<file path="src/rtl/bfk_pkg.sv">
// Shared constants, types and helper functions of the Blowfish keycode engine.
package bfk_pkg;

  localparam int P_WORDS     = 18;
  localparam int ROUNDS      = 16;
  localparam int SBOX_WORDS  = 256;
  localparam int S_WORDS     = 4 * SBOX_WORDS;
  localparam int S_AW        = $clog2(S_WORDS);
  localparam int TABLE_WORDS = P_WORDS + S_WORDS;
  localparam int ROUND_W     = $clog2(ROUNDS);
  localparam int P_IW        = $clog2(P_WORDS);

  typedef logic [1:0] action_t;
  localparam action_t ACT_LOAD = 2'd0;
  localparam action_t ACT_KEY  = 2'd1;
  localparam action_t ACT_ENC  = 2'd2;

  typedef logic [P_WORDS-1:0][31:0] p_words_t;

  typedef struct packed {
    logic [31:0] l;
    logic [31:0] r;
  } half_pair_t;

  function automatic logic [31:0] swap_bytes(input logic [31:0] v);
    return {v[7:0], v[15:8], v[23:16], v[31:24]};
  endfunction

endpackage

</file>
<file path="src/rtl/bfk_feistel.sv">
// Iterative 16-round Feistel unit; two S-box lookups per cycle.
module bfk_feistel import bfk_pkg::*; (
  input  logic            clk,
  input  logic            rst_n,
  input  logic            start,
  input  half_pair_t      blk_in,
  input  p_words_t        p_words,
  output logic [S_AW-1:0] s_addr_a,
  output logic [S_AW-1:0] s_addr_b,
  input  logic [31:0]     s_data_a,
  input  logic [31:0]     s_data_b,
  output logic            done,
  output half_pair_t      blk_out
);

  typedef enum logic [1:0] {FS_IDLE, FS_ISSUE, FS_FETCH, FS_MIX} fs_state_t;

  fs_state_t          st_r;
  logic [31:0]        l_r;
  logic [31:0]        r_r;
  logic [31:0]        ab_r;
  logic [ROUND_W-1:0] round_r;
  logic               done_r;
  half_pair_t         blk_out_r;

  logic [31:0] lx;
  logic [31:0] f_val;
  logic [31:0] new_l;

  // Reads for boxes 0 and 1 go out in one cycle, boxes 2 and 3 in the next.
  always_comb begin
    lx    = l_r ^ p_words[0];
    f_val = (ab_r ^ s_data_a) + s_data_b;
    new_l = r_r ^ f_val ^ p_words[P_IW'(round_r) + P_IW'(1)];
    case (st_r)
      FS_ISSUE: begin
        s_addr_a = {2'd0, lx[31:24]};
        s_addr_b = {2'd1, lx[23:16]};
      end
      FS_FETCH: begin
        s_addr_a = {2'd2, l_r[15:8]};
        s_addr_b = {2'd3, l_r[7:0]};
      end
      FS_MIX: begin
        s_addr_a = {2'd0, new_l[31:24]};
        s_addr_b = {2'd1, new_l[23:16]};
      end
      default: begin
        s_addr_a = '0;
        s_addr_b = '0;
      end
    endcase
  end

  always_ff @(posedge clk) begin
    if (!rst_n) begin
      st_r   <= FS_IDLE;
      done_r <= 1'b0;
    end else begin
      done_r <= (st_r == FS_MIX) && (round_r == ROUND_W'(ROUNDS - 1));
      case (st_r)
        FS_IDLE: begin
          if (start) begin
            l_r     <= blk_in.l;
            r_r     <= blk_in.r;
            round_r <= '0;
            st_r    <= FS_ISSUE;
          end
        end
        FS_ISSUE: begin
          l_r  <= lx;
          st_r <= FS_FETCH;
        end
        FS_FETCH: begin
          ab_r <= s_data_a + s_data_b;
          st_r <= FS_MIX;
        end
        FS_MIX: begin
          if (round_r == ROUND_W'(ROUNDS - 1)) begin
            blk_out_r.l <= l_r ^ p_words[P_WORDS-1];
            blk_out_r.r <= r_r ^ f_val ^ p_words[ROUNDS];
            st_r        <= FS_IDLE;
          end else begin
            l_r     <= new_l;
            r_r     <= l_r;
            round_r <= round_r + ROUND_W'(1);
            st_r    <= FS_FETCH;
          end
        end
        default: st_r <= FS_IDLE;
      endcase
    end
  end

  assign done    = done_r;
  assign blk_out = blk_out_r;

endmodule

</file>
<file path="config.mk">
export PLATFORM = sky130hd
export DESIGN_NAME = bfk_feistel
export DESIGN_NICKNAME = d
export VERILOG_FILES = /design/src/rtl/bfk_pkg.sv /design/src/rtl/bfk_feistel.sv
export SDC_FILE = /design/constraint.sdc
export NUM_CORES = 1
export LEC_CHECK = 0
export ABC_AREA = 1
export CELL_PAD_IN_SITES_DETAIL_PLACEMENT = 1
export CELL_PAD_IN_SITES_GLOBAL_PLACEMENT = 2
export CORE_AREA = 4 4 309 311
export CTS_CLUSTER_SIZE = 25
export DETAILED_ROUTE_END_ITERATION = 8
export DIE_AREA = 0 0 313 315
export DONT_BUFFER_PORTS = 1
export PLACE_DENSITY = 0.62
export SYNTH_ARGS = -nofsm -noshare
export SYNTH_HDL_FRONTEND = slang
export SYNTH_SLANG_ARGS = --single-unit
</file>
<file path="constraint.sdc">
create_clock -name clk -period 15.6 [get_ports clk]
set_clock_uncertainty 0.2 [all_clocks]
set_input_delay 1.56 -clock clk [delete_from_list [all_inputs] [get_ports clk]]
set_output_delay 1.56 -clock clk [all_outputs]
set_load 0.005 [all_outputs]
</file>
==> impl_metrics.yaml <==
route:
  routed_wl_um: 120000
  m1WireLength_um: 49900
  drt_pass1_iterations: 5
  wl_met2_um: 57800
  vias_per_cell: 4.87
  drt_iter0_markers: 1622
  drc: 0
  maxUsedRoutingLayer: "met5"
  wl_per_cell_um: 29.8
  vias: 19600
  wl_met3_um: 9150
  ant_nets: 0
placement:
  gp_congestion: 0.971
  io_buffers: 0
  dp_hpwl_um: 100000
  post-place-ws_ps: 9590
setup_path:
  end_kind: "output pin"
  required_ps: 13840
  crit_type: "reg2out"
  rr_endpoint: "l_r[0]"
  path_max_fanout: 71
  rrSetupSlack_ps: 11000
  ff2ff_path_depth: 13
  critPathCapture: "s_addr_a[2]"
  worstPathArrival_ps: 4720
  start_kind: "flip-flop"
  crit_start: "round_r[0]"
  r2r-start: "round_r[0]"
timing:
  maxSlewHeadroom_pct: 23.5
  tightest_slew_ps: 1140
  period_share_pct: 41.6
  setup_viol: 0
  period_needed_ps: 6480
  rsz0062_at_grt: "false"
  setup_tns_ps: 0
  setup_slack_ps: 9120
  max_clock_freq_ghz: 0.154
  report.final.slew_viol_count: 0
  hold_viol: 0
status:
  status: "complete, no violations"
synthesis:
  ys_ff_latch: 167
  ys_types: 37
  ys_seq_area_share_pct: 27.9
  synth_nets: 3610
  synthFlopType: "edfxtp_1"
  synth.avg_cell_area_um2: 6.30
  synth_edf_count: 164
  syn_area_um2: 17800
  ys_async_sr_fraction_pct: 0
  yosysWarningCount: 0
  synth.area.top_cells: "edfxtp_1 (28%), nand2_1 (24%), nand3_1 (16%), xor2_1 (6.4%), ha_1 (4.9%)"
  yosys.area.top_type: "edfxtp_1"
  yosysTopAreaCellShare_pct: 27.6
  synthCells: 2831
floorplanning:
  start_util_pct: 19.2
  ios: 792
  die_h_um: 315
  dieArea_um2: 98600
  dieWidth_um: 313
  coreArea_um2: 92800
  std_cell_rows: 112
global_route:
  grt_pass1_wl_um: 160000
  overflow: 0
  grt_usage_pct: 23.2
  antenna_found_initial: 32
  grt_pass1_vias: 19900
  grt_max_degree: 101
cts:
  cts_setup_buffers: 0
  cts.hold.buffers_added: 0
  clkTransAtPathRegs_ps: 90
  clk_latency_ps: 490
  cts_tree: "yes"
  clockRootBuffer: "clkbuf_16"
  h-tree-depth: 4
  cts_resized: 0
  cts_buffers: 17
  clock_path_buffers: 2
  cts.sinks: 167
final_layout:
  postLayoutCoreUtil_pct: 21.3
  multi_input_area_um2: 11600
  final_nets: 3516
  syn_to_final_growth_pct: 10.9
  fillers: 11700
  layout_common_cells: "nand2_1 (1147), nand3_1 (583), inv_1 (199)"
  drive_gt1_share_pct: 3.09
  regArea_um2: 4980
  final_common_cell: "nand2_1"
worst_hold_path:
  hold_path_class: "reg2reg"
job:
  max_cap_violations: 0
pwr:
  p_total_w: 0.00182
  leakagePower_nw: 8.77
  ir_worst_vdd_mv: 0.0815
  p_per_area_nw_per_um2: 91.9
==> per-layer routing <==
metal,vias up,global-route usage [%]
li1,9086,-
met1,9636,29.3
met2,722,39.4
met3,115,5.69
met4,12,6.03
met5,-,0
==> synthesized netlist by cell type, drive strengths merged, types with 8 or more instances <==
library cell / n
xor2: 132
nor3: 17
clkbuf: 79
nand2: 1148
o211ai: 13
o21bai: 10
a21o: 8
a21oi: 69
or2: 9
nor2: 107
inv: 202
xnor2: 62
edfxtp: 164
o21ai: 54
nand3: 585
nand4: 10
buf: 59
ha: 70
==> through the flow <==
step	std cells	hold WS, ps	instance area (um2)
2_1_floorplan	2831	249	17800
3_3_place_gp	3972	313	19200
3_5_place_dp	3972	350	19200
4_1_cts	4004	371	19800
5_1_grt	4010	430	19800
6_report	4019	359	19800
==> cells by family after synthesis <==
logic type / synth area share, %
adder cells (fa/ha/maj): 5.13
XOR/XNOR: 9.56
AND/OR/NAND/NOR: 44.4
other: 0.0210
buffers and inverters: 7.47
AO/OA/AOI/OAI: 5.47
flip-flops: 27.9
==> report_power, final <==
part	leakage [nW]	internal [W]	total, W	switching, W
logic	6.95	0.000234	0.000783	0.000549
registers	1.53	0.000539	0.000566	0.0000276
clock network	0.290	0.000217	0.000469	0.000252
total	8.77	0.000990	0.00182	0.000829
==> sequential cells by signal, indices dropped and copies added (netlist names) <==
register	flops
ab_r	32
r_r	32
blk_out	64
done	1
l_r	32
st_r	2
round_r	4
==> worst min path at each step <==
stage / slack, ps / startpoint / endpoint / depth (start not counted)
6_report: 360 / st_r[0] / st_r[0] / 1
5_1_grt: 430 / st_r[0] / st_r[0] / 1
4_1_cts: 370 / st_r[0] / st_r[0] / 1
3_5_place_dp: 350 / st_r[0] / st_r[0] / 1
3_3_place_gp: 310 / st_r[0] / st_r[0] / 1
2_1_floorplan: 250 / st_r[0] / st_r[0] / 1
==> cell type report <==
cell class | instances | area share [%]
multi-input cells | 2323 | 58.8
flip-flops and latches | 167 | 25.2
well taps | 1254 | 7.93
inverters | 203 | 3.90
clock buffers | 17 | 2.15
repair buffers | 25 | 0.948
clock inverters | 15 | 0.898
diodes | 15 | 0.190
==> worst max-delay path: stages (launching register included) <==
cell and delay (ps):
edfxtp_1 350, buf_4 620, ha_4 330, inv_4 470
buf_4 780, nand3_1 350, nand3_1 240, nand3_1 100
nand3_1 190, nand2_1 180, nand3_1 130, nand3_1 110
nand3_1 240
Note: power is estimated with default switching activity, not from simulation.
